--- src/rtl/marching_squares_cell_mesher_unit_defines.svh ---
// assertion macros used by the mesher back end
`ifndef MARCHING_SQUARES_CELL_MESHER_UNIT_DEFINES_SVH
`define MARCHING_SQUARES_CELL_MESHER_UNIT_DEFINES_SVH

// same-cycle implication, clocked on aclk, off during reset
`define MSQ_ASSERT_IMP(lbl, ante, cons, msg) \
    lbl: assert property (@(posedge aclk) disable iff (!aresetn) (ante) |-> (cons)) \
        else $error(msg);

// next-cycle implication, clocked on aclk, off during reset
`define MSQ_ASSERT_NXT(lbl, ante, cons, msg) \
    lbl: assert property (@(posedge aclk) disable iff (!aresetn) (ante) |=> (cons)) \
        else $error(msg);

`endif

--- src/rtl/msq_pkg.sv ---
package msq_pkg;

    // grid and vertex numbering
    localparam int GRID_SIZE  = 256;
    localparam int INDEX_BITS = 24;

    // configuration register indexes
    localparam logic [1:0] CFG_TILE_SIZE     = 2'd0;
    localparam logic [1:0] CFG_WALL_HEIGHT   = 2'd1;
    localparam logic [1:0] CFG_EDGE_FRACTION = 2'd2;

    // record kinds
    localparam logic KIND_VERTEX = 1'b0;
    localparam logic KIND_TRI    = 1'b1;

    localparam logic [25:0] POS_MAX = 26'h3FFFFFF;

    // corner and edge points of a cell
    typedef enum logic [2:0] {
        PT_BL, PT_BR, PT_TR, PT_TL, PT_BOT, PT_RIGHT, PT_TOP, PT_LEFT
    } point_t;

    typedef struct packed {
        logic [7:0] cell_x;
        logic [7:0] cell_y;
        logic [3:0] corner_walls;
        logic       new_mesh;
    } cell_t;

    typedef struct packed {
        logic        kind;
        logic [25:0] pos_x;
        logic [25:0] pos_y;
        logic [23:0] pos_z;
        logic        uv_top;
        logic [23:0] index_a;
        logic [23:0] index_b;
        logic [23:0] index_c;
        logic        index_overflow;
        logic        last;
    } result_t;

    typedef struct packed {
        logic [9:0]  tile_size;
        logic [15:0] wall_height;
        logic [8:0]  edge_fraction;
    } cfg_t;

    // one classified cell waiting for the back end
    typedef struct packed {
        logic [7:0]            cell_x;
        logic [7:0]            cell_y;
        logic [3:0]            walls;
        logic [2:0]            count;
        logic [INDEX_BITS-1:0] base;
        logic                  overflow;
    } desc_t;

    // number of outline points for a case
    function automatic logic [2:0] case_count(input logic [3:0] walls);
        logic [2:0] n;
        unique case (walls) inside
            4'd0, 4'd15:               n = 3'd0;
            4'd1, 4'd2, 4'd4, 4'd8:    n = 3'd3;
            default:                   n = 3'd4;
        endcase
        return n;
    endfunction

    // outline point i of a case
    function automatic point_t case_pt(input logic [3:0] walls, input logic [1:0] i);
        point_t p [4];
        unique case (walls) inside
            4'd1:  p = '{PT_BL, PT_BOT,   PT_LEFT,  PT_BL};
            4'd2:  p = '{PT_BR, PT_RIGHT, PT_BOT,   PT_BL};
            4'd3:  p = '{PT_BL, PT_BR,    PT_RIGHT, PT_LEFT};
            4'd4:  p = '{PT_TR, PT_TOP,   PT_RIGHT, PT_BL};
            4'd6:  p = '{PT_BR, PT_TR,    PT_TOP,   PT_BOT};
            4'd8:  p = '{PT_TL, PT_LEFT,  PT_TOP,   PT_BL};
            4'd9:  p = '{PT_BL, PT_BOT,   PT_TOP,   PT_TL};
            4'd12: p = '{PT_TL, PT_TR,    PT_RIGHT, PT_LEFT};
            4'd0, 4'd15: p = '{PT_BL, PT_BL, PT_BL, PT_BL};
            default: p = '{PT_BL, PT_BR, PT_TR, PT_TL};
        endcase
        return p[i];
    endfunction

    // vertex index to the 24-bit result field
    function automatic logic [23:0] to_idx(input logic [INDEX_BITS-1:0] v);
        logic [31:0] w;
        w = 32'(v);
        return w[23:0];
    endfunction

endpackage

--- src/rtl/msq_front.sv ---
module msq_front (
    input  logic           aclk,
    input  logic           aresetn,
    input  logic           s_valid,
    output logic           s_ready,
    input  msq_pkg::cell_t s_data,
    input  logic           q_full,
    output logic           q_push,
    output msq_pkg::desc_t q_data
);
    import msq_pkg::*;

    logic [INDEX_BITS-1:0] next_vertex_index_reg, next_vertex_index_next;
    logic                  overflow_seen_reg, overflow_seen_next;
    logic                  accept;
    logic                  in_grid;
    logic                  emits;
    logic [2:0]            n;
    logic [INDEX_BITS-1:0] base;
    logic                  ovf_base;
    logic [INDEX_BITS:0]   sum;

    assign s_ready = !q_full;
    assign accept  = s_valid && s_ready;

    // classify the cell and number its vertices
    always_comb begin
        base     = s_data.new_mesh ? '0 : next_vertex_index_reg;
        ovf_base = s_data.new_mesh ? 1'b0 : overflow_seen_reg;
        in_grid  = (32'(s_data.cell_x) <= 32'(GRID_SIZE - 2)) &&
                   (32'(s_data.cell_y) <= 32'(GRID_SIZE - 2));
        n        = case_count(s_data.corner_walls);
        emits    = in_grid && (n != 3'd0);
        sum      = {1'b0, base} + {{(INDEX_BITS - 3){1'b0}}, n, 1'b0};
        next_vertex_index_next = next_vertex_index_reg;
        overflow_seen_next     = overflow_seen_reg;
        if (accept) begin
            if (emits) begin
                next_vertex_index_next = sum[INDEX_BITS-1:0];
                overflow_seen_next     = ovf_base | sum[INDEX_BITS];
            end else begin
                next_vertex_index_next = base;
                overflow_seen_next     = ovf_base;
            end
        end
        q_push          = accept && emits;
        q_data.cell_x   = s_data.cell_x;
        q_data.cell_y   = s_data.cell_y;
        q_data.walls    = s_data.corner_walls;
        q_data.count    = n;
        q_data.base     = base;
        q_data.overflow = ovf_base | sum[INDEX_BITS];
    end

    // numbering state
    always_ff @(posedge aclk) begin
        if (!aresetn) begin
            next_vertex_index_reg <= '0;
            overflow_seen_reg     <= 1'b0;
        end else begin
            next_vertex_index_reg <= next_vertex_index_next;
            overflow_seen_reg     <= overflow_seen_next;
        end
    end

endmodule

--- src/rtl/msq_queue.sv ---
module msq_queue (
    input  logic           aclk,
    input  logic           aresetn,
    input  logic           push,
    input  msq_pkg::desc_t push_data,
    output logic           full,
    input  logic           pop,
    output logic           head_valid,
    output msq_pkg::desc_t head_data
);
    import msq_pkg::*;

    desc_t      entry_reg [2];
    logic       wr_ptr_reg, wr_ptr_next;
    logic       rd_ptr_reg, rd_ptr_next;
    logic [1:0] count_reg, count_next;

    assign full       = (count_reg == 2'd2);
    assign head_valid = (count_reg != 2'd0);
    assign head_data  = entry_reg[rd_ptr_reg];

    // pointer and fill bookkeeping
    always_comb begin
        wr_ptr_next = wr_ptr_reg ^ push;
        rd_ptr_next = rd_ptr_reg ^ pop;
        count_next  = count_reg + {1'b0, push} - {1'b0, pop};
    end

    always_ff @(posedge aclk) begin
        if (!aresetn) begin
            wr_ptr_reg <= 1'b0;
            rd_ptr_reg <= 1'b0;
            count_reg  <= 2'd0;
        end else begin
            wr_ptr_reg <= wr_ptr_next;
            rd_ptr_reg <= rd_ptr_next;
            count_reg  <= count_next;
        end
    end

    // entry storage
    always_ff @(posedge aclk) begin
        if (push) begin
            entry_reg[wr_ptr_reg] <= push_data;
        end
    end

endmodule

--- src/rtl/msq_back.sv ---
`include "marching_squares_cell_mesher_unit_defines.svh"

module msq_back (
    input  logic             aclk,
    input  logic             aresetn,
    input  msq_pkg::cfg_t    cfg,
    input  logic             q_valid,
    input  msq_pkg::desc_t   q_data,
    output logic             q_pop,
    output logic             m_valid,
    input  logic             m_ready,
    output msq_pkg::result_t m_data
);
    import msq_pkg::*;

    logic [4:0]  step_reg, step_next;
    logic        m_valid_reg, m_valid_next;
    result_t     m_data_reg, m_data_next;
    logic        load;
    logic [4:0]  n5, two_n, fl_end, total, d, j, fl;
    logic        is_vertex, top, last_rec;
    logic [1:0]  i;
    logic [2:0]  nx;
    logic [3:0]  oa, ob, oc;
    point_t      pt;
    logic [8:0]  frac;
    logic [16:0] off_x, off_y, xa, ya;
    logic [26:0] prod_x, prod_y;

    assign m_valid = m_valid_reg;
    assign m_data  = m_data_reg;
    assign load    = q_valid && (!m_valid_reg || m_ready);
    assign q_pop   = load && last_rec;

    // record sequencer: decode the step into a vertex or a triangle
    always_comb begin
        n5     = {2'b00, q_data.count};
        two_n  = {1'b0, q_data.count, 1'b0};
        fl_end = two_n + ((q_data.count == 3'd4) ? 5'd2 : 5'd1);
        total  = fl_end + two_n;
        last_rec  = (step_reg == total - 5'd1);
        is_vertex = 1'b0;
        top = 1'b0;
        i   = 2'd0;
        nx  = 3'd0;
        oa  = 4'd0;
        ob  = 4'd0;
        oc  = 4'd0;
        d   = step_reg - n5;
        j   = step_reg - fl_end;
        fl  = step_reg - two_n;
        if (step_reg < n5) begin
            is_vertex = 1'b1;
            i  = step_reg[1:0];
            oa = {2'b00, i};
        end else if (step_reg < two_n) begin
            is_vertex = 1'b1;
            top = 1'b1;
            i   = d[1:0];
            oa  = {1'b0, q_data.count} + {2'b00, i};
        end else if (step_reg < fl_end) begin
            // floor triangles
            oa = 4'd0;
            ob = fl[0] ? 4'd2 : 4'd1;
            oc = fl[0] ? 4'd3 : 4'd2;
        end else begin
            // two side triangles per outline edge
            i  = j[2:1];
            nx = ({1'b0, i} == q_data.count - 3'd1) ? 3'd0 : {1'b0, i} + 3'd1;
            oa = {2'b00, i};
            if (!j[0]) begin
                ob = {1'b0, q_data.count} + {2'b00, i};
                oc = {1'b0, q_data.count} + {1'b0, nx};
            end else begin
                ob = {1'b0, q_data.count} + {1'b0, nx};
                oc = {1'b0, nx};
            end
        end
    end

    // vertex position: one multiply per axis
    always_comb begin
        pt   = case_pt(q_data.walls, i);
        frac = (cfg.edge_fraction > 9'd256) ? 9'd256 : cfg.edge_fraction;
        case (pt)
            PT_BR, PT_TR, PT_RIGHT: off_x = 17'd256;
            PT_BOT, PT_TOP:         off_x = {8'd0, frac};
            default:                off_x = 17'd0;
        endcase
        case (pt)
            PT_TR, PT_TL, PT_TOP: off_y = 17'd256;
            PT_RIGHT, PT_LEFT:    off_y = {8'd0, frac};
            default:              off_y = 17'd0;
        endcase
        xa     = {1'b0, q_data.cell_x, 8'd0} + off_x;
        ya     = {1'b0, q_data.cell_y, 8'd0} + off_y;
        prod_x = 27'(xa) * 27'(cfg.tile_size);
        prod_y = 27'(ya) * 27'(cfg.tile_size);
    end

    // result assembly
    always_comb begin
        m_data_next.kind           = is_vertex ? KIND_VERTEX : KIND_TRI;
        m_data_next.pos_x          = '0;
        m_data_next.pos_y          = '0;
        m_data_next.pos_z          = '0;
        m_data_next.uv_top         = 1'b0;
        m_data_next.index_a        = to_idx(q_data.base + INDEX_BITS'(oa));
        m_data_next.index_b        = '0;
        m_data_next.index_c        = '0;
        m_data_next.index_overflow = q_data.overflow;
        m_data_next.last           = last_rec;
        if (is_vertex) begin
            m_data_next.pos_x  = prod_x[26] ? POS_MAX : prod_x[25:0];
            m_data_next.pos_y  = prod_y[26] ? POS_MAX : prod_y[25:0];
            m_data_next.pos_z  = top ? {cfg.wall_height, 8'd0} : 24'd0;
            m_data_next.uv_top = top;
        end else begin
            m_data_next.index_b = to_idx(q_data.base + INDEX_BITS'(ob));
            m_data_next.index_c = to_idx(q_data.base + INDEX_BITS'(oc));
        end
        step_next    = step_reg;
        m_valid_next = m_valid_reg;
        if (load) begin
            step_next    = last_rec ? 5'd0 : step_reg + 5'd1;
            m_valid_next = 1'b1;
        end else if (m_ready) begin
            m_valid_next = 1'b0;
        end
    end

    always_ff @(posedge aclk) begin
        if (!aresetn) begin
            step_reg    <= 5'd0;
            m_valid_reg <= 1'b0;
        end else begin
            step_reg    <= step_next;
            m_valid_reg <= m_valid_next;
        end
    end

    // output register
    always_ff @(posedge aclk) begin
        if (load) begin
            m_data_reg <= m_data_next;
        end
    end

    `MSQ_ASSERT_IMP(a_step_range, q_valid, step_reg < total, "step beyond record count")
    `MSQ_ASSERT_NXT(a_pop_restart, q_pop, step_reg == 5'd0, "step not cleared after cell")
    `MSQ_ASSERT_IMP(a_last_is_tri, m_valid_reg && m_data_reg.last, m_data_reg.kind == KIND_TRI, "cell ends on a vertex record")
    `MSQ_ASSERT_IMP(a_vertex_idx, m_valid_reg && m_data_reg.kind == KIND_VERTEX, m_data_reg.index_b == 24'd0 && m_data_reg.index_c == 24'd0, "vertex record with corner indexes")

endmodule

--- src/rtl/marching_squares_cell_mesher_unit.sv ---
// Wall mesher for marching squares: each accepted cell (coordinates, four corner
// wall flags, mesh restart) yields 13 records for a triangle case or 18 for a quad
// case, one record per cycle out of the back-end sequencer and its output register
// whenever the output is free or m_ready is high; empty, full and out-of-grid cells
// only update the vertex counter at the front. A two-entry queue between front and
// back holds the cell whose records are streaming out plus one more classified cell,
// so the input stays ready as long as the queue has room. Records come as bottom
// vertices, raised vertices, floor triangles, then two side triangles per edge, with
// the last flag on the final one. Configuration writes are accepted every cycle and
// should only be issued while no cell is in flight.
module marching_squares_cell_mesher_unit (
    input  logic             aclk,
    input  logic             aresetn,
    input  logic             s_valid,
    output logic             s_ready,
    input  msq_pkg::cell_t   s_data,
    output logic             m_valid,
    input  logic             m_ready,
    output msq_pkg::result_t m_data,
    input  logic             cfg_valid,
    output logic             cfg_ready,
    input  logic [1:0]       cfg_index,
    input  logic [15:0]      cfg_data
);
    import msq_pkg::*;

    cfg_t  cfg_reg, cfg_next;
    logic  q_full, q_push, q_pop, q_valid;
    desc_t push_data, head_data;

    assign cfg_ready = 1'b1;

    // configuration register decode
    always_comb begin
        cfg_next = cfg_reg;
        if (cfg_valid) begin
            unique case (cfg_index)
                CFG_TILE_SIZE:     cfg_next.tile_size     = cfg_data[9:0];
                CFG_WALL_HEIGHT:   cfg_next.wall_height   = cfg_data;
                CFG_EDGE_FRACTION: cfg_next.edge_fraction = cfg_data[8:0];
                default:           cfg_next = cfg_reg;
            endcase
        end
    end

    always_ff @(posedge aclk) begin
        if (!aresetn) begin
            cfg_reg.tile_size     <= 10'd100;
            cfg_reg.wall_height   <= 16'd300;
            cfg_reg.edge_fraction <= 9'd128;
        end else begin
            cfg_reg <= cfg_next;
        end
    end

    msq_front u_front (
        .aclk    (aclk),
        .aresetn (aresetn),
        .s_valid (s_valid),
        .s_ready (s_ready),
        .s_data  (s_data),
        .q_full  (q_full),
        .q_push  (q_push),
        .q_data  (push_data)
    );

    msq_queue u_queue (
        .aclk       (aclk),
        .aresetn    (aresetn),
        .push       (q_push),
        .push_data  (push_data),
        .full       (q_full),
        .pop        (q_pop),
        .head_valid (q_valid),
        .head_data  (head_data)
    );

    msq_back u_back (
        .aclk    (aclk),
        .aresetn (aresetn),
        .cfg     (cfg_reg),
        .q_valid (q_valid),
        .q_data  (head_data),
        .q_pop   (q_pop),
        .m_valid (m_valid),
        .m_ready (m_ready),
        .m_data  (m_data)
    );

endmodule
--- config.mk ---
export PLATFORM = sky130hd
export DESIGN_NAME = marching_squares_cell_mesher_unit
export DESIGN_NICKNAME = d
export VERILOG_FILES = /design/src/rtl/msq_pkg.sv /design/src/rtl/msq_front.sv /design/src/rtl/msq_queue.sv /design/src/rtl/msq_back.sv /design/src/rtl/marching_squares_cell_mesher_unit.sv
export VERILOG_INCLUDE_DIRS = /design/src /design/src/rtl
export SDC_FILE = /design/constraint.sdc
export NUM_CORES = 1
export LEC_CHECK = 0
export BUFFER_PORTS_ARGS = -buffer_cell sky130_fd_sc_hd__buf_2
export CAP_MARGIN = 20
export CORE_MARGIN = 2
export CORE_UTILIZATION = 58
export CTS_CLUSTER_DIAMETER = 120
export CTS_CLUSTER_SIZE = 24
export DETAILED_ROUTE_END_ITERATION = 16
export GPL_TIMING_DRIVEN = 1
export PLACE_DENSITY = 0.77
export SLEW_MARGIN = 20
export SYNTH_ARGS = -nofsm -noshare
export SYNTH_HDL_FRONTEND = slang
export SYNTH_SLANG_ARGS = --single-unit
--- constraint.sdc ---
create_clock -name aclk -period 16.2 [get_ports aclk]
set_clock_uncertainty 0.05 [all_clocks]
set_input_delay 2.43 -clock aclk [delete_from_list [all_inputs] [get_ports aclk]]
set_output_delay 2.43 -clock aclk [all_outputs]
set_load 0.05 [all_outputs]
==> metrics.log <==
[metrics] Final Net Count: a little over 3000
[metrics] total of fill cells in the finished design: 3548
[metrics] FF-to-FF End: u_back.m_data[128]
[metrics] Max-slew headroom: 27.3%
[metrics] buffers and inverters on the worst path: 4
[metrics] die span in y: 214 um
[metrics] via count of the first global-routing pass: 19300
[metrics] Layout area overhead: 7.59%
[metrics] EDFF count, synth: roughly 240
[metrics] worst-case setup margin in the final layout: 4150 ps
[metrics] worst-margin pin slew: 1080 ps
[metrics] Yosys warnings: 0
[metrics] violation count after the first detailed-route iteration: around 1300
[metrics] max FFs per register: 144
[metrics] Total Routing Usage GR: between 20% and 30%
[metrics] synthesized flop and latch total: 309
[metrics] async set-or-reset flop fraction in the synthesized netlist: 0%
[metrics] standby leakage power: 12.4 nW
[metrics] upper clock frequency limit: 83.0 MHz
[metrics] buffer type at the clock tree root: sky130_fd_sc_hd__clkbuf_16
[metrics] WL/cell: roughly 18 um
[metrics] remaining routing DRC violations: 0
[metrics] prevailing post-synth register cell: sky130_fd_sc_hd__edfxtp_1
[metrics] number of cells on the worst hold path: 2
[metrics] post-CTS clock slew at the launch and capture registers of the worst setup and hold paths: roughly 100 ps
[metrics] top-level I/O count: around 200
[metrics] setup violation total in the final timing report: 0
[metrics] detailed-placement wirelength estimate: between 40000 and 50000 um
[metrics] min Tclk post-route: 12050 ps
[metrics] Non-Filler Cell Area, Final: 0.0275 sq mm
[metrics] fraction of the yosys area taken by sequential cells: between 30 and 40%
[metrics] Row Count: 76
[metrics] clock tree from TritonCTS: yes
[metrics] total clock buffers created by CTS: 17
[metrics] setup TNS: 0 ps
[metrics] top cells by area in the synthesized netlist: sky130_fd_sc_hd__edfxtp_1 28%, sky130_fd_sc_hd__fa_1 19%, sky130_fd_sc_hd__ha_1 8.3%, sky130_fd_sc_hd__dfxtp_1 5.6%, sky130_fd_sc_hd__and2_1 4.1%
[metrics] quantity of I/O buffers inserted on ports: ~190
[metrics] number of endpoints with negative hold slack in the final report: 0
[metrics] commonest non-fill, non-tap cell in the layout: sky130_fd_sc_hd__inv_1
[metrics] total number of vias: 18600
[metrics] cells resized by post-CTS repair: 0
[metrics] die area: roughly 0.046 sq mm
[metrics] largest net degree at the start of global routing: 76
[metrics] area of the placeable core: 0.0434 sq mm
[metrics] Hold Crit Class: reg -> reg
[metrics] required time of the critical path: ~16000 ps
[metrics] Post-Syn Area: roughly 0.026 sq mm
[metrics] cell repeated most along the worst path: sky130_fd_sc_hd__fa_1
[metrics] reg2reg path depth: 36
[metrics] internal reg-to-reg setup slack: 4150 ps
[metrics] biggest cell delay along the critical path: 840 ps
[metrics] post-route ant nets: 0
[metrics] family with the most delay on the worst path: adder cells
[metrics] Clock Sink Count: 309
[metrics] post-route worst hold slack: 420 ps
[metrics] crit start category: register
[metrics] start point of the worst hold path: cfg_reg[24]
[metrics] portion of synthesized cell area occupied by the leading cell type: 27.9%
[metrics] initial core utilization: 59.0%
[metrics] number of stages on the worst setup path: 36
[metrics] outcome: complete, no violations
[metrics] Yosys top cell by area: sky130_fd_sc_hd__edfxtp_1
[metrics] Die W: 214 um
[metrics] Crit Path Class: reg -> reg
[metrics] global placement routability congestion: ~0.91
[metrics] Placement Cell Area: 0.0270 sq mm
[metrics] total of max-cap violations: 0
[metrics] Period Utilization, post-route: 74.4%
[metrics] mean area per synthesized cell: 10.2 sq um
[metrics] H-tree levels: 1
[metrics] cell type of the slowest stage on the worst timing path: sky130_fd_sc_hd__xor2_2
[metrics] hold bufs inserted after CTS: 0
[metrics] wire length of the first global-routing pass: 96600 um
[metrics] most frequent cells in the layout: 265 x sky130_fd_sc_hd__inv_1, 262 x sky130_fd_sc_hd__nand2_1, 243 x sky130_fd_sc_hd__fa_1
[metrics] Worst VDD drop: 153 uV
[metrics] post-CTS repair timing setup buffer count: 0
[metrics] PwrDens: 151 mW/mm^2
[metrics] number of cells produced by synthesis: 2518
[metrics] arrival time worst endpoint: 12240 ps
[metrics] insertion delay of the later-clocked pin in the worst-skew pair: 540 ps
[metrics] Routed Wire Length: 58700 um
[metrics] endpoint class of the critical path: register
[metrics] global route overflow: 0
[metrics] iteration count of the initial detailed-routing pass: 6
[metrics] sink of the worst hold path: cfg_reg[24]
[metrics] Placement Setup Slack: 4270 ps
[metrics] unrepaired setup endpoints after global routing: false
[metrics] pins over their slew limit: 0
[metrics] Overall Power: ~4.2 mW
[metrics] deepest clock path buffer count: 3
[metrics] antenna violations before repair: 6
[metrics] critical path fanouts, max: 34
[metrics] Distinct cells, synth: 80
[metrics] via/cell ratio: 5.75
[metrics] fraction of layout instances using a drive strength above 1: 11.1%
-- stage by stage --
step | instances | utilization, %
6_report | 3237 | 63.5
5_1_grt | 3236 | 63.5
4_1_cts | 3234 | 63.5
3_5_place_dp | 3204 | 62.3
3_3_place_gp | 3204 | 62.3
2_1_floorplan | 2525 | -
-- layer usage --
metal | GRT usage, % | vias up | share of wire [%]
li1 | - | 8598 | -
met1 | 33.3 | 9214 | 41
met2 | 44.7 | 669 | 50
met3 | 4.11 | 118 | 6.5
met4 | 7.08 | 6 | 2.5
met5 | 0 | - | 0.073
-- cells in the mapped netlist (42+ instances only) --
library cell               number
sky130_fd_sc_hd__nor2_1       139
sky130_fd_sc_hd__fa_1         243
sky130_fd_sc_hd__ha_1         169
sky130_fd_sc_hd__dfxtp_1       71
sky130_fd_sc_hd__o21ai_0       42
sky130_fd_sc_hd__nand2_1      263
sky130_fd_sc_hd__nor2b_1       52
sky130_fd_sc_hd__and3_1        84
sky130_fd_sc_hd__xnor2_1       87
sky130_fd_sc_hd__xor2_1        81
sky130_fd_sc_hd__nand3_1       81
sky130_fd_sc_hd__a21oi_1      120
sky130_fd_sc_hd__edfxtp_1     238
sky130_fd_sc_hd__inv_1        264
sky130_fd_sc_hd__clkbuf_1      76
sky130_fd_sc_hd__and2_1       166
-- kinds of logic after synthesis --
logic type	count (synthesis)	share of synthesized area (%)
and+or+nand+nor	885	17.6
adders and majority gates	413	27.3
buffers and inverters	383	6.00
DFF	309	33.5
AOI/OAI and AO/OA	304	7.66
xor gates and xnor gates	168	5.75
muxes	54	2.23
other	2	0.0293
-- layout make-up --
cell class                 count  area, sq um  share of cell area (%)
clock buffer                  26          469                    1.70
tap                          585          732                    2.66
timing repair buffer         211         1110                    4.03
multi-input combinational   1833        15600                    56.7
clock inverter                 4         40.0                   0.145
antenna                        3         7.51                  0.0273
sequential                   309         8570                    31.1
inverter                     266          998                    3.63
-- how the worst max path moves through the flow --
stage,to,slack (ps),from
after detailed placement,u_back.m_data[147],4270,register
final,u_back.m_data[128],4150,register
after floorplan,u_queue.count_reg[0],5800,m_ready
after CTS,u_back.m_data[128],4230,register
after global placement,u_back.m_data[126],4840,register
after global routing,u_back.m_data[128],3450,register
-- power by group --
part	total [mW]	switching [mW]	internal, mW
logic	2.52	1.65	0.868
registers	1.16	0.0568	1.10
clock network	0.473	0.266	0.208
-- worst min-delay path, stage by stage (launching register included) --
cell	delay, ps
sky130_fd_sc_hd__dfxtp_1	320
sky130_fd_sc_hd__nand2_1	50
sky130_fd_sc_hd__a21boi_0	60
Note: power is estimated with default switching activity, not from simulation.
